<file path="config.mk">
export PLATFORM = sky130hd
export DESIGN_NAME = dlagc_ctrl
export DESIGN_NICKNAME = d
export VERILOG_FILES = /design/src/dlagc_pkg.sv /design/src/dlagc_ctrl.sv
export SDC_FILE = /design/constraint.sdc
export NUM_CORES = 1
export LEC_CHECK = 0
export BUFFER_PORTS_ARGS = -buffer_cell sky130_fd_sc_hd__buf_2
export CORE_AREA = 2 2 39 41
export DETAILED_ROUTE_END_ITERATION = 12
export DIE_AREA = 0 0 41 43
export REMOVE_ABC_BUFFERS = 1
export SLEW_MARGIN = 20
export SYNTH_ARGS = -nofsm -noshare
export SYNTH_HDL_FRONTEND = slang
export SYNTH_SLANG_ARGS = --single-unit
</file>
<file path="constraint.sdc">
create_clock -name clk -period 1.4 [get_ports clk]
set_input_delay 0.28 -clock clk [delete_from_list [all_inputs] [get_ports clk]]
set_output_delay 0.28 -clock clk [all_outputs]
set_load 0.05 [all_outputs]
</file>
<file path="src/dlagc_pkg.sv">
// Shared constants, types and the log ROM builder for the dual-loop AGC gain update unit.
`default_nettype none

package dlagc_pkg;

    localparam int MAG_W       = 16;
    localparam int LOG_IN_W    = ((MAG_W > 16) ? MAG_W : 16) + 1;
    localparam int LOG_P_W     = $clog2(LOG_IN_W);
    localparam int FRAC_W      = 16;
    localparam int LOG_ENTRIES = 16;
    localparam int LOG_IDX_W   = $clog2(LOG_ENTRIES);
    localparam int LOG_W       = LOG_P_W + FRAC_W + 1;
    localparam int DLOG_W      = LOG_W + 1;
    localparam int MUL_W       = 25;
    localparam int PROD_W      = 2 * MUL_W;
    localparam int SUM_W       = PROD_W + 1;
    localparam int STATE_W     = 24;
    localparam int GS_W        = 18;
    localparam int DB_SHIFT    = 24;

    localparam int CFG_W     = 17;
    localparam int CFG_IDX_W = 3;

    localparam logic [19:0] FRONT_K   = 20'd394566;
    localparam logic [19:0] AUDIO_K   = 20'd631306;
    localparam logic [6:0]  AUDIO_REF = 7'd100;
    localparam logic [16:0] COEFF_ONE = 17'd65536;

    localparam logic [3:0] SUB_LAST = 4'd11;

    localparam logic        RST_AGC_ENABLE  = 1'b1;
    localparam logic [6:0]  RST_FRONT_MAX   = 7'd64;
    localparam logic [7:0]  RST_AUDIO_BASE  = 8'd0;
    localparam logic [15:0] RST_FRONT_THR   = 16'd10000;
    localparam logic [16:0] RST_FRONT_SLOW  = 17'd699;
    localparam logic [16:0] RST_FRONT_FAST  = 17'd20972;
    localparam logic [16:0] RST_AUDIO_SLOW  = 17'd2621;
    localparam logic [16:0] RST_AUDIO_FAST  = 17'd20972;

    typedef enum logic [CFG_IDX_W-1:0] {
        REG_AGC_ENABLE,
        REG_FRONT_GAIN_MAX,
        REG_AUDIO_GAIN_BASE,
        REG_FRONT_THRESHOLD,
        REG_FRONT_SLOW_COEFF,
        REG_FRONT_FAST_COEFF,
        REG_AUDIO_SLOW_COEFF,
        REG_AUDIO_FAST_COEFF
    } cfg_reg_t;

    typedef enum logic [2:0] {
        OP_NOP,
        OP_LOG_A_SETUP,
        OP_LOG_A_DONE,
        OP_LOG_B_SETUP,
        OP_DB_SETUP,
        OP_DB_DONE,
        OP_SM1,
        OP_SM2
    } op_t;

    typedef struct packed {
        logic load;
        op_t  op;
        logic loop;
        logic commit;
    } cmd_t;

    typedef struct packed {
        logic out_free;
    } status_t;

    function automatic logic [FRAC_W:0] frac_log(input int unsigned i);
        logic [63:0]     y;
        logic [FRAC_W:0] r;
        r = '0;
        if (i >= LOG_ENTRIES) begin
            r = COEFF_ONE;
        end
        else begin
            y = (64'd1 << 30) + (64'(i) << (30 - LOG_IDX_W));
            for (int b = 15; b >= 0; b--) begin
                y = (y * y) >> 30;
                if (y >= (64'd1 << 31)) begin
                    y = y >> 1;
                    r[b] = 1'b1;
                end
            end
        end
        return r;
    endfunction

endpackage

`default_nettype wire

</file>
<file path="src/dlagc_ctrl.sv">
// Sequencer that steps the datapath through both loops of one update.
`default_nettype none

module dlagc_ctrl import dlagc_pkg::*;
(
    input  wire logic    clk,
    input  wire logic    rst_n,
    input  wire logic    in_valid,
    output logic         in_stall,
    input  wire status_t status,
    output cmd_t         cmd
);

    typedef enum logic [1:0] {
        ST_IDLE,
        ST_RUN,
        ST_COMMIT
    } state_t;

    state_t     state_reg;
    logic       loop_reg;
    logic [3:0] sub_reg;
    logic       in_stall_reg;

    assign in_stall = in_stall_reg;

    always_comb
    begin
        cmd.load   = 1'b0;
        cmd.op     = OP_NOP;
        cmd.loop   = loop_reg;
        cmd.commit = 1'b0;
        unique case (state_reg)
            ST_IDLE:
            begin
                cmd.load = in_valid;
            end
            ST_RUN:
            begin
                unique case (sub_reg)
                    4'd0:    cmd.op = OP_LOG_A_SETUP;
                    4'd2:    cmd.op = OP_LOG_A_DONE;
                    4'd3:    cmd.op = OP_LOG_B_SETUP;
                    4'd5:    cmd.op = OP_DB_SETUP;
                    4'd7:    cmd.op = OP_DB_DONE;
                    4'd9:    cmd.op = OP_SM1;
                    4'd11:   cmd.op = OP_SM2;
                    default: cmd.op = OP_NOP;
                endcase
            end
            ST_COMMIT:
            begin
                cmd.commit = status.out_free;
            end
            default:
            begin
                cmd.load = 1'b0;
            end
        endcase
    end

    always_ff @(posedge clk or negedge rst_n)
    begin
        if (!rst_n)
        begin
            state_reg    <= ST_IDLE;
            loop_reg     <= 1'b0;
            sub_reg      <= '0;
            in_stall_reg <= 1'b0;
        end
        else
        begin
            unique case (state_reg)
                ST_IDLE:
                begin
                    if (in_valid)
                    begin
                        state_reg    <= ST_RUN;
                        loop_reg     <= 1'b0;
                        sub_reg      <= '0;
                        in_stall_reg <= 1'b1;
                    end
                end
                ST_RUN:
                begin
                    if (sub_reg == SUB_LAST)
                    begin
                        sub_reg <= '0;
                        if (loop_reg)
                        begin
                            state_reg <= ST_COMMIT;
                        end
                        else
                        begin
                            loop_reg <= 1'b1;
                        end
                    end
                    else
                    begin
                        sub_reg <= sub_reg + 4'd1;
                    end
                end
                ST_COMMIT:
                begin
                    if (status.out_free)
                    begin
                        state_reg    <= ST_IDLE;
                        in_stall_reg <= 1'b0;
                    end
                end
                default:
                begin
                    state_reg <= ST_IDLE;
                end
            endcase
        end
    end

endmodule

`default_nettype wire

</file>
==> impl_metrics.tcl, run 1 <==
set metrics [dict create \
    ys_types 27 \
    start_kind "flip-flop" \
    highest_layer "met4" \
    grt_pass1_wl_um 2170 \
    drt_iter0_markers 18 \
    max_stage_delay_ns 0.49 \
    wl_per_cell_um 13.7 \
    fp-row-count 14 \
    slew_viol_final 0 \
    finalClockSkew_ns 0.00706 \
    drt_pass1_iterations 3 \
    num-nets-final 99 \
    first_global_vias 524 \
    ir_worst_vdd_mv 1.80 \
    synth-seq-cells 8 \
    dp_hpwl_um 1020 \
    drc 0 \
    setup_slack_ns -0.433 \
    htreeDepth 1 \
    core-area_um2 1380 \
    cp.arrival_ns 1.55 \
    period_needed_ns 1.83 \
    wirelength_um 1420 \
    wl_met2_um 722 \
    crit_buf_inv 1 \
    path_delay_family "flip-flops" \
    rsz0062_at_grt "true" \
    tritoncts "done" \
    yosysTopAreaCell "dfrtp_1" \
    endpoint_kind "output port" \
    critical_path_class "reg2out" \
    netlist_instances 57 \
    overflow 0 \
    ys_warn_count 0 \
    die_y_um 43 \
    largest_reg_flops 4 \
    violations "negative setup slack" \
    cp_cell_sequence "ha_4 -> nor2b_4 -> o31a_1 -> buf_6" \
    power_leakage_nw 0.414 \
    maxSlewHeadroom_pct 82.6 \
    antenna_found_initial 0 \
    wl_met3_um 46 \
    syn_area_um2 537 \
    min_period_over_period_pct 131 \
    final_common_cell "buf_4" \
    dieArea_um2 1760 \
    yosysSeqAreaShare_pct 37.3 \
    drv_cap 0 \
    track_usage_pct 18.8 \
    initial_utilization_pct 38.8 \
    viasPerCell 5.23 \
    gp_congestion 0.846 \
    diodes 0 \
    wl_met1_um 616 \
    drt.antenna.violating_nets 0 \
    port_buffers 10 \
    synth_area_leaders "dfrtp_1 37%, ha_1 12%, o21ai_0 4.7%" \
    worstPathMaxFanout 7 \
    fmax_ghz 0.546 \
    max_slew.worst_pin.slew_ns 0.261 \
    root_buffer "clkbuf_4" \
    min_path_type "in2reg" \
    syn_area_per_cell_um2 9.42 \
    drive_gt1_share_pct 59.1 \
    grt_start_max_net_pins 9 \
    cp.required_ns 1.12 \
    vias 544 \
    status "finished, violations left" \
    syn2layout_area_growth_pct 64.8 \
    cts_sinks 8 \
    clock_latency_ns 0.26 \
    mostFrequentLayoutCells "18 x buf_4, 5 x dfrtp_1, 5 x buf_2, 5 x buf_6" \
    post-place-ws_ns -0.257 \
    io_pins 11 \
    cts.clk_slew.worst_paths_ns 0.06 \
    crit_path_top_delay_cell "dfrtp_2" \
    hold_viol_final 0 \
    clock_path_buffers 2 \
    synth_top_area_share_pct 37.3 \
    setup-violations-final 5 \
    power_density_nw_per_um2 2610 \
    cts_buffers 3 \
    chipWidth_um 41 \
    tns_ns -1.34 \
]
[cell families after synthesis]
kind of cell    after synthesis  synth area share, %
compound gates               17                 22.1
fa+ha+maj                     5                 11.7
buf+inv                       7                 6.99
flops                         8                 37.3
simple gates                 20                 21.9
[worst paths after layout]
kind	from	endpoint	slack [ns]	cells after the start
setup / recovery	sub_reg[0]	cmd[2]	-0.43	4
hold / removal	in_valid	sub_reg[1]	0.35	4
setup reg to reg	state_reg[1]	sub_reg[2]	0.06	5
hold reg to reg	in_stall	in_stall	0.53	2
max in group asynchronous	rst_n	state_reg[0]	0.82	2
min in group asynchronous	rst_n	in_stall	0.39	2
[layer usage]
layer / global-route usage (%) / up-vias
li1: - / 266
met1: 24.3 / 259
met2: 26.6 / 14
met3: 4.71 / 5
met4: 12.0 / 0
met5: 0 / -
[metrics by stage]
stage                     instance area, um^2  instances  total power [W]  utilization (%)  hold slack, ns
final                                     885        104          0.00231             63.9           0.351
after global routing                      885        104          0.00246             63.9           0.357
after CTS                                 817        104          0.00211             59.0           0.356
after detailed placement                  716         98          0.00175             51.7           0.137
after global placement                    716         98          0.00173             51.7           0.134
after floorplan                           518         55          0.00124                -         -0.0156
[cell type report]
type / instances / area, um^2
Timing Repair Buffer: 30 / 241
Inverter: 5 / 18.8
Sequential cell: 8 / 204
Clock buffer: 3 / 22.5
Multi-Input combinational cell: 42 / 378
Tap cell: 16 / 20.0
Fill cell: 114 / 499
[worst register-to-register path, stage by stage (launching register included)]
cell	delay, ns
dfrtp_1	0.39
buf_6	0.13
buf_4	0.12
o21bai_2	0.21
o21bai_1	0.17
a32o_1	0.20
[power by group]
| part | total, W | switching (W) | internal (W) |
|---|---|---|---|
| sequential | 0.000521 | 0.000192 | 0.000329 |
| clock | 0.000182 | 0.0000834 | 0.0000984 |
| combinational | 0.00161 | 0.000822 | 0.000784 |
[cell usage after synthesis, drive strengths merged]
| cell | count |
|---|---|
| a32o | 2 |
| inv | 5 |
| ha | 5 |
| nor3b | 1 |
| a31oi | 1 |
| o31a | 1 |
| o21bai | 2 |
| nand3 | 1 |
| nand2 | 5 |
| buf | 2 |
| a22o | 1 |
| and3 | 1 |
| o21ai | 6 |
| o311a | 1 |
| nand2b | 2 |
| dfrtp | 8 |
| and2b | 1 |
| nor2b | 2 |
| a21oi | 1 |
| o211ai | 1 |
| and3b | 1 |
| o31ai | 1 |
| nor2 | 5 |
| or3 | 1 |
[timing repair]
item / 4_1_cts / 5_1_grt
endpoints found under the setup margin: 5 / 5
setup buffers: 2 / 0
hold buffers: 1 / 0
resized for setup: 21 / 15
pin swaps: 3 / 4
hold endpoints to repair: 8 / 0
(Power assumes the default switching activity.)
==> run 2, diff against run 1 <==
--- a/config.mk
+++ b/config.mk
@@ -5,7 +5,7 @@
 export SDC_FILE = /design/constraint.sdc
 export NUM_CORES = 1
 export LEC_CHECK = 0
-export BUFFER_PORTS_ARGS = -buffer_cell sky130_fd_sc_hd__buf_2
+export BUFFER_PORTS_ARGS = -buffer_cell sky130_fd_sc_hd__clkbuf_2
 export CORE_AREA = 2 2 39 41
 export DETAILED_ROUTE_END_ITERATION = 12
 export DIE_AREA = 0 0 41 43
==> run 2 against run 1 <==
  * The flow still finishes with violations (negative setup slack)
  * Setup slack improved by 0.0021 ns
  * Sequential share of layout area fell by 0.29 points
  * Combinational power increased by 4%
  * Clock power fell by 5%
  * Cell count shrank 0.96%
  * Clock-buffer cell count unchanged
  * Critical endpoint unchanged
  * Non-clock buffer count shrank 1
  * Die area is the same
==> impl_metrics.tcl, run 2 (synthesis gave the netlist of run 1 again) <==
set metrics [dict create \
    status "finished, violations left" \
    violations "negative setup slack" \
    first_global_vias 569 \
    finalClockSkew_ns 0.00184 \
    cp.arrival_ns 1.55 \
    placed_cells 96 \
    rsz0062_at_grt "true" \
    grt_pass1_wl_um 2310 \
    drt_pass1_iterations 4 \
    core-area_um2 1380 \
    setup_slack_ns -0.431 \
    wl_per_cell_um 13.1 \
    start_kind "flip-flop" \
    final-instance-count-excl-fill 103 \
    overflow 0 \
    clock_latency_ns 0.24 \
    drc 0 \
    max_slew.worst_pin.slew_ns 0.274 \
    htreeDepth 1 \
    fmax_ghz 0.546 \
    hold_viol_final 0 \
    initial_utilization_pct 38.8 \
    drt_iter0_markers 5 \
    power_leakage_nw 0.414 \
    chipWidth_um 41 \
    io_pins 11 \
    fillers 120 \
    tns_ns -1.38 \
    cts.clk_slew.worst_paths_ns 0.06 \
    min_period_over_period_pct 131 \
    port_buffers 10 \
    wirelength_um 1350 \
    final_common_cell "buf_4" \
    num-nets-final 98 \
    maxSlewHeadroom_pct 81.8 \
    ir_worst_vdd_mv 2.39 \
    fp-row-count 14 \
    drv_cap 0 \
    clock_path_buffers 2 \
    diodes 0 \
    drt.antenna.violating_nets 0 \
    track_usage_pct 19.1 \
    grt_start_max_net_pins 9 \
    root_buffer "clkbuf_4" \
    syn2layout_area_growth_pct 66.9 \
    slew_viol_final 0 \
    post-place-ws_ns -0.273 \
    cts_sinks 8 \
    period_needed_ns 1.83 \
    drive_gt1_share_pct 56.3 \
    cp.required_ns 1.12 \
    tritoncts "done" \
    gp_congestion 0.845 \
    antenna_found_initial 0 \
    worstPathMaxFanout 7 \
    min_path_type "in2reg" \
    largest_reg_flops 4 \
    dieArea_um2 1760 \
    power_density_nw_per_um2 2620 \
    critical_path_class "reg2out" \
    endpoint_kind "output port" \
    die_y_um 43 \
    setup-violations-final 5 \
    viasPerCell 5.03 \
    dp_hpwl_um 946 \
    vias 518 \
    cts_buffers 3 \
    mostFrequentLayoutCells "15 x buf_4, 5 x dfrtp_1, 5 x clkbuf_2, 4 x nand2_1, 4 x o21ai_0" \
]
run 2: changes by cell type in the layout (fill, tap and decap cells not counted), sizes merged:
cell / change
clkbuf: +7
buf: -8
run 2: layout make-up:
cell class              instances  area [um^2]  share of cell area, %
multi-input cells              42          363                   40.5
repair buffers                 29          265                   29.6
flip-flops and latches          8          204                   22.8
clock buffers                   3         22.5                   2.51
inverters                       5         21.3                   2.37
well taps                      16         20.0                   2.23
run 2: layer usage:
metal | track usage, % | wire length, um | up-vias
li1 | - | - | 261
met1 | 22.9 | 609 | 246
met2 | 32.5 | 688 | 9
met3 | 4.71 | 41 | 2
met4 | 4.00 | 14 | 0
met5 | 0 | 0 | -
run 2: report_power, final:
group          switching [W]  internal [W]
logic               0.000845      0.000835
registers           0.000165      0.000329
clock network      0.0000753     0.0000979
total                0.00108       0.00126
run 2: worst max-delay path, cell delays in order (launching register included):
cell and delay [ns]:
dfrtp_2 0.49, ha_4 0.21, nor2b_1 0.13, o31a_1 0.31, buf_8 0.16
run 2: stage by stage:
| stage | cell area, um^2 | hold slack, ns | util, % | total power, W |
|---|---|---|---|---|
| CTS | 876 | 0.352 | 63.3 | 0.00226 |
| global placement | 701 | 0.140 | 50.6 | 0.00172 |
| detailed placement | 701 | 0.143 | 50.6 | 0.00172 |
| finish | 896 | 0.359 | 64.7 | 0.00235 |
| floorplan | 518 | -0.0156 | - | 0.00124 |
| global route | 896 | 0.366 | 64.7 | 0.00251 |
run 2: worst paths after layout:
path                            start      endpoint  slack, ns  cells after the start
max                        sub_reg[0]        cmd[2]      -0.43                      4
min                            status  state_reg[1]       0.36                      3
max reg2reg                sub_reg[0]  state_reg[1]       0.11                      4
min reg2reg                  in_stall      in_stall       0.53                      2
max in group asynchronous       rst_n  state_reg[0]       0.78                      2
min in group asynchronous       rst_n  state_reg[1]       0.42                      2
run 2: timing repair:
| item | in CTS | in global routing |
|---|---|---|
| pin swaps | 6 | 1 |
| resized for setup | 31 | 8 |
| setup endpoints to repair | 5 | 5 |
| buffers inserted | 3 | 0 |
| endpoints found under the hold margin | 8 | 0 |
| hold buffers | 1 | 0 |
| gates cloned | 0 | 0 |
