File: src/dlagc_pkg.sv
// Shared constants, types and the log ROM builder for the dual-loop AGC gain update unit.
`default_nettype none

package dlagc_pkg;

    localparam int MAG_W       = 16;
    localparam int LOG_IN_W    = ((MAG_W > 16) ? MAG_W : 16) + 1;
    localparam int LOG_P_W     = $clog2(LOG_IN_W);
    localparam int FRAC_W      = 16;
    localparam int LOG_ENTRIES = 16;
    localparam int LOG_IDX_W   = $clog2(LOG_ENTRIES);
    localparam int LOG_W       = LOG_P_W + FRAC_W + 1;
    localparam int DLOG_W      = LOG_W + 1;
    localparam int MUL_W       = 25;
    localparam int PROD_W      = 2 * MUL_W;
    localparam int SUM_W       = PROD_W + 1;
    localparam int STATE_W     = 24;
    localparam int GS_W        = 18;
    localparam int DB_SHIFT    = 24;

    localparam int CFG_W     = 17;
    localparam int CFG_IDX_W = 3;

    localparam logic [19:0] FRONT_K   = 20'd394566;
    localparam logic [19:0] AUDIO_K   = 20'd631306;
    localparam logic [6:0]  AUDIO_REF = 7'd100;
    localparam logic [16:0] COEFF_ONE = 17'd65536;

    localparam logic [3:0] SUB_LAST = 4'd11;

    localparam logic        RST_AGC_ENABLE  = 1'b1;
    localparam logic [6:0]  RST_FRONT_MAX   = 7'd64;
    localparam logic [7:0]  RST_AUDIO_BASE  = 8'd0;
    localparam logic [15:0] RST_FRONT_THR   = 16'd10000;
    localparam logic [16:0] RST_FRONT_SLOW  = 17'd699;
    localparam logic [16:0] RST_FRONT_FAST  = 17'd20972;
    localparam logic [16:0] RST_AUDIO_SLOW  = 17'd2621;
    localparam logic [16:0] RST_AUDIO_FAST  = 17'd20972;

    typedef enum logic [CFG_IDX_W-1:0] {
        REG_AGC_ENABLE,
        REG_FRONT_GAIN_MAX,
        REG_AUDIO_GAIN_BASE,
        REG_FRONT_THRESHOLD,
        REG_FRONT_SLOW_COEFF,
        REG_FRONT_FAST_COEFF,
        REG_AUDIO_SLOW_COEFF,
        REG_AUDIO_FAST_COEFF
    } cfg_reg_t;

    typedef enum logic [2:0] {
        OP_NOP,
        OP_LOG_A_SETUP,
        OP_LOG_A_DONE,
        OP_LOG_B_SETUP,
        OP_DB_SETUP,
        OP_DB_DONE,
        OP_SM1,
        OP_SM2
    } op_t;

    typedef struct packed {
        logic load;
        op_t  op;
        logic loop;
        logic commit;
    } cmd_t;

    typedef struct packed {
        logic out_free;
    } status_t;

    function automatic logic [FRAC_W:0] frac_log(input int unsigned i);
        logic [63:0]     y;
        logic [FRAC_W:0] r;
        r = '0;
        if (i >= LOG_ENTRIES) begin
            r = COEFF_ONE;
        end
        else begin
            y = (64'd1 << 30) + (64'(i) << (30 - LOG_IDX_W));
            for (int b = 15; b >= 0; b--) begin
                y = (y * y) >> 30;
                if (y >= (64'd1 << 31)) begin
                    y = y >> 1;
                    r[b] = 1'b1;
                end
            end
        end
        return r;
    endfunction

endpackage

`default_nettype wire

File: src/dlagc_datapath.sv
// Config registers, log unit, shared multiplier, filters and gain state of the AGC.
`default_nettype none

module dlagc_datapath import dlagc_pkg::*;
(
    input  wire logic                 clk,
    input  wire logic                 rst_n,
    input  wire logic                 cfg_write_en,
    input  wire logic [CFG_IDX_W-1:0] cfg_index,
    input  wire logic [CFG_W-1:0]     cfg_data,
    input  wire logic [MAG_W-1:0]     peak_magnitude,
    input  wire logic [MAG_W-1:0]     audio_magnitude,
    input  wire logic                 in_receive,
    input  wire cmd_t                 cmd,
    output status_t                   status,
    input  wire logic                 out_stall,
    output logic                      out_valid,
    output logic [6:0]                front_gain,
    output logic                      front_gain_write,
    output logic signed [7:0]         audio_level,
    output logic                      audio_level_write
);

    logic               agc_enable_reg;
    logic [6:0]         front_gain_max_reg;
    logic signed [7:0]  audio_gain_base_reg;
    logic [15:0]        front_threshold_reg;
    logic [16:0]        front_slow_reg;
    logic [16:0]        front_fast_reg;
    logic [16:0]        audio_slow_reg;
    logic [16:0]        audio_fast_reg;

    logic [MAG_W-1:0]   peak_reg;
    logic [MAG_W-1:0]   aud_reg;
    logic               rx_reg;

    logic signed [MUL_W-1:0]   mul_a_reg;
    logic signed [MUL_W-1:0]   mul_b_reg;
    logic signed [PROD_W-1:0]  prod_reg;
    logic signed [PROD_W-1:0]  acc_reg;
    logic [LOG_W-1:0]          base_reg;
    logic [LOG_W-1:0]          la_reg;
    logic [16:0]               c_reg;

    logic signed [STATE_W-1:0] front_filt_reg;
    logic signed [STATE_W-1:0] audio_filt_reg;
    logic signed [STATE_W-1:0] af_reg;
    logic [6:0]                front_gain_now_reg;
    logic [6:0]                front_last_reg;
    logic [6:0]                front_max_applied_reg;
    logic                      front_max_valid_reg;
    logic signed [7:0]         audio_level_now_reg;
    logic signed [7:0]         audio_last_reg;
    logic signed [7:0]         audio_base_applied_reg;
    logic                      audio_base_valid_reg;
    logic                      out_valid_reg;
    logic                      fwr_reg;
    logic                      awr_reg;

    logic [FRAC_W:0] log_rom [LOG_ENTRIES+1];

    for (genvar g = 0; g <= LOG_ENTRIES; g++)
    begin : g_rom
        assign log_rom[g] = frac_log(g);
    end

    function automatic logic signed [15:0] trunc_q8(input logic signed [STATE_W-1:0] v);
        logic [STATE_W-1:0] mag;
        logic [15:0]        q;
        mag = v[STATE_W-1] ? (~v + STATE_W'(1)) : v;
        q   = mag[23:8];
        return v[STATE_W-1] ? $signed(~q + 16'd1) : $signed(q);
    endfunction

    logic [15:0]              thr_eff;
    logic [LOG_IN_W-1:0]      log_x;
    logic [LOG_P_W-1:0]       log_p;
    logic [LOG_IN_W+FRAC_W-1:0] log_norm;
    logic [FRAC_W-1:0]        log_f;
    logic [LOG_IDX_W:0]       idx_lo;
    logic [LOG_IDX_W:0]       idx_hi;
    logic [FRAC_W-1:0]        log_rem;
    logic [FRAC_W:0]          rom_lo;
    logic [FRAC_W:0]          rom_hi;
    logic [FRAC_W:0]          rom_diff;
    logic [LOG_W-1:0]         log_base;
    logic [LOG_W-1:0]         log_done;
    logic signed [DLOG_W-1:0] dlog;
    logic [19:0]              db_k;
    logic signed [PROD_W-1:0] db_sum;
    logic signed [PROD_W-1:0] db_v;
    logic signed [15:0]       e_calc;
    logic [16:0]              c_raw;
    logic [16:0]              c_sat;
    logic signed [STATE_W-1:0] old_filt;
    logic signed [SUM_W-1:0]  sm_sum;
    logic signed [SUM_W-1:0]  sm_sh;
    logic signed [STATE_W-1:0] filt;

    always_comb
    begin
        thr_eff = (front_threshold_reg == 16'd0) ? 16'd1 : front_threshold_reg;
        if (cmd.op == OP_LOG_B_SETUP)
        begin
            log_x = cmd.loop ? (LOG_IN_W'(aud_reg) + LOG_IN_W'(1))
                             : (LOG_IN_W'(peak_reg) + LOG_IN_W'(1));
        end
        else
        begin
            log_x = cmd.loop ? LOG_IN_W'(AUDIO_REF) : LOG_IN_W'(thr_eff);
        end
        log_p = '0;
        for (int i = 0; i < LOG_IN_W; i++)
        begin
            if (log_x[i])
            begin
                log_p = LOG_P_W'(i);
            end
        end
        log_norm = {log_x, {FRAC_W{1'b0}}} >> log_p;
        log_f    = log_norm[FRAC_W-1:0];
        idx_lo   = {1'b0, log_f[FRAC_W-1 -: LOG_IDX_W]};
        idx_hi   = idx_lo + (LOG_IDX_W+1)'(1);
        log_rem  = {log_f[FRAC_W-LOG_IDX_W-1:0], {LOG_IDX_W{1'b0}}};
        rom_lo   = log_rom[idx_lo];
        rom_hi   = log_rom[idx_hi];
        rom_diff = rom_hi - rom_lo;
        log_base = (LOG_W'(log_p) << FRAC_W) + LOG_W'(rom_lo);

        log_done = base_reg + LOG_W'(prod_reg[2*FRAC_W:FRAC_W]);
        dlog     = $signed({1'b0, la_reg}) - $signed({1'b0, log_done});
        db_k     = cmd.loop ? AUDIO_K : FRONT_K;

        db_sum = prod_reg + PROD_W'(1 << (DB_SHIFT - 1));
        db_v   = db_sum >>> DB_SHIFT;
        if (db_v > PROD_W'(32767))
        begin
            e_calc = 16'sd32767;
        end
        else if (db_v < PROD_W'(-32768))
        begin
            e_calc = -16'sd32768;
        end
        else
        begin
            e_calc = db_v[15:0];
        end

        if (cmd.loop)
        begin
            c_raw = (e_calc > 16'sd0) ? audio_slow_reg : audio_fast_reg;
        end
        else
        begin
            c_raw = (e_calc > 16'sd0) ? front_slow_reg : front_fast_reg;
        end
        c_sat = (c_raw > COEFF_ONE) ? COEFF_ONE : c_raw;

        old_filt = cmd.loop ? audio_filt_reg : front_filt_reg;
        sm_sum   = SUM_W'(acc_reg) + SUM_W'(prod_reg) + SUM_W'(32768);
        sm_sh    = sm_sum >>> FRAC_W;
        filt     = sm_sh[STATE_W-1:0];
    end

    logic signed [15:0]     front_step;
    logic signed [15:0]     audio_step;
    logic signed [GS_W-1:0] g_sum;
    logic signed [GS_W-1:0] s_sum;
    logic [6:0]             g_next;
    logic signed [7:0]      s_next;
    logic                   front_apply;
    logic                   audio_apply;

    always_comb
    begin
        front_step = trunc_q8(front_filt_reg);
        audio_step = trunc_q8(af_reg);
        g_sum = $signed(GS_W'(front_gain_now_reg)) + GS_W'(front_step);
        if (g_sum < 0)
        begin
            g_next = 7'd0;
        end
        else if (g_sum > $signed(GS_W'(front_gain_max_reg)))
        begin
            g_next = front_gain_max_reg;
        end
        else
        begin
            g_next = g_sum[6:0];
        end
        s_sum = GS_W'(audio_gain_base_reg) + GS_W'(audio_step);
        if (s_sum > GS_W'(127))
        begin
            s_next = 8'sd127;
        end
        else if (s_sum < GS_W'(-128))
        begin
            s_next = -8'sd128;
        end
        else
        begin
            s_next = s_sum[7:0];
        end
        front_apply = (!front_max_valid_reg || front_max_applied_reg != front_gain_max_reg)
                      && rx_reg;
        audio_apply = (!audio_base_valid_reg || audio_base_applied_reg != audio_gain_base_reg)
                      && rx_reg;
    end

    assign status.out_free   = !out_valid_reg || !out_stall;
    assign out_valid         = out_valid_reg;
    assign front_gain        = front_gain_now_reg;
    assign front_gain_write  = fwr_reg;
    assign audio_level       = audio_level_now_reg;
    assign audio_level_write = awr_reg;

    always_ff @(posedge clk or negedge rst_n)
    begin
        if (!rst_n)
        begin
            agc_enable_reg      <= RST_AGC_ENABLE;
            front_gain_max_reg  <= RST_FRONT_MAX;
            audio_gain_base_reg <= RST_AUDIO_BASE;
            front_threshold_reg <= RST_FRONT_THR;
            front_slow_reg      <= RST_FRONT_SLOW;
            front_fast_reg      <= RST_FRONT_FAST;
            audio_slow_reg      <= RST_AUDIO_SLOW;
            audio_fast_reg      <= RST_AUDIO_FAST;
        end
        else if (cfg_write_en)
        begin
            unique case (cfg_reg_t'(cfg_index))
                REG_AGC_ENABLE:       agc_enable_reg      <= cfg_data[0];
                REG_FRONT_GAIN_MAX:   front_gain_max_reg  <= cfg_data[6:0];
                REG_AUDIO_GAIN_BASE:  audio_gain_base_reg <= cfg_data[7:0];
                REG_FRONT_THRESHOLD:  front_threshold_reg <= cfg_data[15:0];
                REG_FRONT_SLOW_COEFF: front_slow_reg      <= cfg_data;
                REG_FRONT_FAST_COEFF: front_fast_reg      <= cfg_data;
                REG_AUDIO_SLOW_COEFF: audio_slow_reg      <= cfg_data;
                REG_AUDIO_FAST_COEFF: audio_fast_reg      <= cfg_data;
                default:              agc_enable_reg      <= agc_enable_reg;
            endcase
        end
    end

    always_ff @(posedge clk)
    begin
        prod_reg <= mul_a_reg * mul_b_reg;
        if (cmd.load)
        begin
            peak_reg <= peak_magnitude;
            aud_reg  <= audio_magnitude;
            rx_reg   <= in_receive;
        end
        unique case (cmd.op)
            OP_LOG_A_SETUP, OP_LOG_B_SETUP:
            begin
                mul_a_reg <= MUL_W'(rom_diff);
                mul_b_reg <= MUL_W'(log_rem);
                base_reg  <= log_base;
            end
            OP_LOG_A_DONE:
            begin
                la_reg <= log_done;
            end
            OP_DB_SETUP:
            begin
                mul_a_reg <= MUL_W'(dlog);
                mul_b_reg <= MUL_W'(db_k);
            end
            OP_DB_DONE:
            begin
                c_reg     <= c_sat;
                mul_a_reg <= MUL_W'(c_sat);
                mul_b_reg <= MUL_W'(e_calc);
            end
            OP_SM1:
            begin
                acc_reg   <= prod_reg;
                mul_a_reg <= MUL_W'(COEFF_ONE - c_reg);
                mul_b_reg <= MUL_W'(old_filt);
            end
            OP_SM2:
            begin
                if (cmd.loop)
                begin
                    af_reg <= filt;
                end
            end
            default:
            begin
                acc_reg <= acc_reg;
            end
        endcase
    end

    always_ff @(posedge clk or negedge rst_n)
    begin
        if (!rst_n)
        begin
            front_filt_reg         <= '0;
            audio_filt_reg         <= '0;
            front_gain_now_reg     <= RST_FRONT_MAX;
            front_last_reg         <= RST_FRONT_MAX;
            front_max_applied_reg  <= '0;
            front_max_valid_reg    <= 1'b0;
            audio_level_now_reg    <= RST_AUDIO_BASE;
            audio_last_reg         <= RST_AUDIO_BASE;
            audio_base_applied_reg <= '0;
            audio_base_valid_reg   <= 1'b0;
            out_valid_reg          <= 1'b0;
            fwr_reg                <= 1'b0;
            awr_reg                <= 1'b0;
        end
        else
        begin
            if (cmd.op == OP_SM2 && !cmd.loop)
            begin
                front_filt_reg <= filt;
            end
            if (cmd.commit)
            begin
                out_valid_reg <= 1'b1;
                fwr_reg       <= agc_enable_reg ? (g_next != front_last_reg) : front_apply;
                awr_reg       <= agc_enable_reg ? (s_next != audio_last_reg) : audio_apply;
                if (agc_enable_reg)
                begin
                    front_gain_now_reg <= g_next;
                    if (g_next != front_last_reg)
                    begin
                        front_last_reg <= g_next;
                    end
                    audio_filt_reg      <= af_reg;
                    audio_level_now_reg <= s_next;
                    if (s_next != audio_last_reg)
                    begin
                        audio_last_reg <= s_next;
                    end
                end
                else
                begin
                    if (front_apply)
                    begin
                        front_gain_now_reg    <= front_gain_max_reg;
                        front_max_applied_reg <= front_gain_max_reg;
                        front_max_valid_reg   <= 1'b1;
                    end
                    if (audio_apply)
                    begin
                        audio_level_now_reg    <= audio_gain_base_reg;
                        audio_base_applied_reg <= audio_gain_base_reg;
                        audio_base_valid_reg   <= 1'b1;
                    end
                end
            end
            else if (out_valid_reg && !out_stall)
            begin
                out_valid_reg <= 1'b0;
            end
        end
    end

endmodule

`default_nettype wire

File: config.mk
export PLATFORM = sky130hd
export DESIGN_NAME = dlagc_datapath
export DESIGN_NICKNAME = d
export VERILOG_FILES = /design/src/dlagc_pkg.sv /design/src/dlagc_datapath.sv
export SDC_FILE = /design/constraint.sdc
export NUM_CORES = 2
export LEC_CHECK = 0
export ABC_AREA = 1
export BUFFER_PORTS_ARGS = -buffer_cell sky130_fd_sc_hd__buf_2
export CORE_MARGIN = 3
export CORE_UTILIZATION = 31
export CTS_CLUSTER_DIAMETER = 200
export DETAILED_ROUTE_END_ITERATION = 10
export HOLD_SLACK_MARGIN = 0.12
export PLACE_DENSITY_LB_ADDON = 0.2
export SYNTH_ARGS = -nofsm -noshare
export SYNTH_HDL_FRONTEND = slang
export SYNTH_SLANG_ARGS = --single-unit
File: constraint.sdc
create_clock -name clk -period 6.95 [get_ports clk]
set_input_delay 0.695 -clock clk [delete_from_list [all_inputs] [get_ports clk]]
set_output_delay 0.695 -clock clk [all_outputs]
set_load 0.05 [all_outputs]
==> out/results.tsv <==
metric	value	unit
status	completed	
globalRoute.totalOverflow	0	
gp_congestion	0.8775	
portBuffers	81	
setup_violations	0	
synth_simple_gate_area_share	19.99	%
synth_warnings	0	
root_buffer	clkbuf_16	
fin_nets	7563	
synth-compound-area-share	7.733	%
die_h	407.5	um
cp-start-kind	flop	
clock_latency	690	ps
synth-seq-cells	452	
ios	82	
synth.area.mux_share	0.08262	%
vias	41013	
antenna_found_initial	7	
path_buf_inv	5	
cts_tree	yes	
dpl.hpwl	124.6	mm
cp-startpoint	mul_a_reg[3]	
drtAntennaViolNets	0	
design.die.area	0.1661	mm2
die_w	407.5	um
first_global_vias	41513	
fin_skew	91.19	ps
fillCellCount	16780	
multi_input_area	0.03267	mm2
hold_viol	0	
cts_buffers	54	
max-slew-margin-rel	23.40	%
drive_above_1_share	12.83	%
crit_fanout	18	
finalCriticalPeriod	6696	ps
cts_max_level	2	
worstHoldStart	peak_magnitude[7]	
rows	146	
slew_violations	0	
final_common_cell	nand2_1	
cp-end-kind	flop	
drtIter0Drc	2832	
synthArstFlopShare	43.81	%
tightest_slew	1146	ps
cap_violations	0	
grt.total_usage	18.58	%
largest_reg_flops	50	
fmax	149.3	MHz
hold_class	input port to flop	
grt_pass1_wl	244.1	mm
cp_common_cell	fa_1	
finalHoldWorstSlack	175.7	ps
clk_path_buf_depth	3	
timing.rr.start	mul_a_reg[3]	
grt_max_degree	81	
crit_arrival	7250	ps
coreArea	0.1593	mm2
syn-num-nets	7197	
via_per_inst	4.687	
syn_to_final_growth	16.75	%
cts_sinks	452	
route.detailed.drc	0	
max_stage_delay	620	ps
avgSynthCellArea	8.077	um2
required	7510	ps
netlist_instances	6188	
synthAdderAreaFrac	33.15	%
synth_seq_area_share	24.27	%
post_drt_wl_per_cell	17.68	um
wl	154.7	mm
ys_types	66	
critPathKind	flop to flop	
rsz0062_at_grt	yes	
cpMaxStageDelayCell	fa_2	
yosys.area_share.xor_xnor	3.382	%
period_share	96.35	%
synth_ff_type	edfxtp_1	
start_util	31.37	%
layout_common_cells	nand2_1, inv_1, fa_1	
synth_top_family_by_area	adder cells	
crit_family	adder cells	
path_clk_slew	60	ps
synth_edf_count	204	
seqCellArea	0.01213	mm2
synthesis.area	0.04998	mm2
firstDrtPassIters	5	
[cells in the mapped netlist, types with 9 or more instances]
master	number	share of area [%]
ha_1	316	7.9
dfstp_2	39	2.1
nor2_1	321	2.4
nor3_1	45	0.45
fa_1	630	25
a211oi_1	13	0.20
nand3_1	249	2.5
nand4_1	50	0.63
o21a_1	12	0.18
o21bai_1	9	0.14
edfxtp_1	204	12
nand3b_1	46	0.69
clkbuf_1	181	1.4
nand2_2	14	0.18
dfrtp_1	159	8.0
dfxtp_1	50	2.0
o211ai_1	12	0.18
inv_1	1267	9.5
buf_2	15	0.15
or2_2	43	0.54
o21ai_1	14	0.14
inv_2	11	0.083
nor4_1	9	0.11
a31oi_1	25	0.31
xor2_1	133	2.3
o21ai_0	312	3.1
xnor2_1	60	1.1
nand2_1	1578	12
a21oi_1	257	2.6
[worst register-to-register path, cell delays in order, from the launching register on]
cell and delay (ps):
edfxtp_1 420, buf_12 180, or2_2 370, fa_1 550
inv_1 60, fa_1 510, fa_1 520, fa_1 540
fa_1 570, inv_1 60, fa_1 530, inv_1 60
fa_2 620, ha_4 220, a21oi_2 150, o21ai_0 90
o21bai_1 160, buf_4 140, nand2_1 60, nand2_1 80
nand2_1 70, nand2_1 80, nand2_1 90, nand2_2 80
a41oi_2 170, xor2_1 210
[path summary, 6_finish.rpt]
| kind | slack (ps) | cells past startpoint | to |
|---|---|---|---|
| worst max-delay path | 250 | 25 | prod_reg[48] |
| min in group asynchronous | 600 | 2 | front_max_applied_reg[5] |
| worst max register to register | 250 | 25 | prod_reg[48] |
| max in group asynchronous | 4860 | 3 | front_threshold_reg[12] |
| worst min register to register | 440 | 0 | acc_reg[7] |
| worst min-delay path | 180 | 1 | peak_reg[7] |
[layout make-up]
cell class | instances | area share (%)
inverter | 1285 | 8.284
clock buffer | 82 | 2.726
clock inverter | 20 | 0.4139
timing repair buffer | 520 | 7.169
tap | 2146 | 4.602
sequential | 452 | 20.79
antenna | 4 | 0.01716
multi-input combinational | 4241 | 56.00
[timing repair]
action / 4_1_cts / 5_1_grt
hold endpoints to repair: 63 / 0
hold buffers: 1 / 0
gates cloned: 0 / 1
pin swaps: 0 / 46
endpoints found under the setup margin: 7 / 31
resized for setup: 4 / 134
buffers inserted: 3 / 57
[cell families (layout without fill, tap and decap cells)]
| logic type | Yosys count | after routing |
|---|---|---|
| xor+xnor | 193 | 193 |
| fa+ha+maj | 946 | 946 |
| flops | 452 | 452 |
| other cells | 0 | 4 |
| compound gates | 708 | 708 |
| mux | 4 | 4 |
| simple gates | 2389 | 2390 |
| buf+inv | 1496 | 1907 |
[through the flow]
stage	area [um2]	utilization (%)	setup slack [ps]	setup TNS, ps	cells
floorplan	49980	-	19.18	0	6188
global placement	55420	34.79	-352.2	-1766	8582
detailed placement	55420	34.79	-372.1	-2731	8582
CTS	57320	35.98	26.25	0	8688
global route	58340	36.62	-89.90	-231.2	8747
finish	58350	36.63	254.0	0	8750
[layer usage]
| layer | part of all wire (%) | track usage (%) | up-vias |
|---|---|---|---|
| li1 | - | - | 19810 |
| met1 | 47 | 26.69 | 20181 |
| met2 | 47 | 30.39 | 865 |
| met3 | 3.9 | 1.699 | 157 |
| met4 | 2.1 | 4.078 | 0 |
| met5 | 0 | 0 | - |
Power is not shown: default switching activity piles up to over one toggle a cycle in this logic, so the estimate is an artifact.
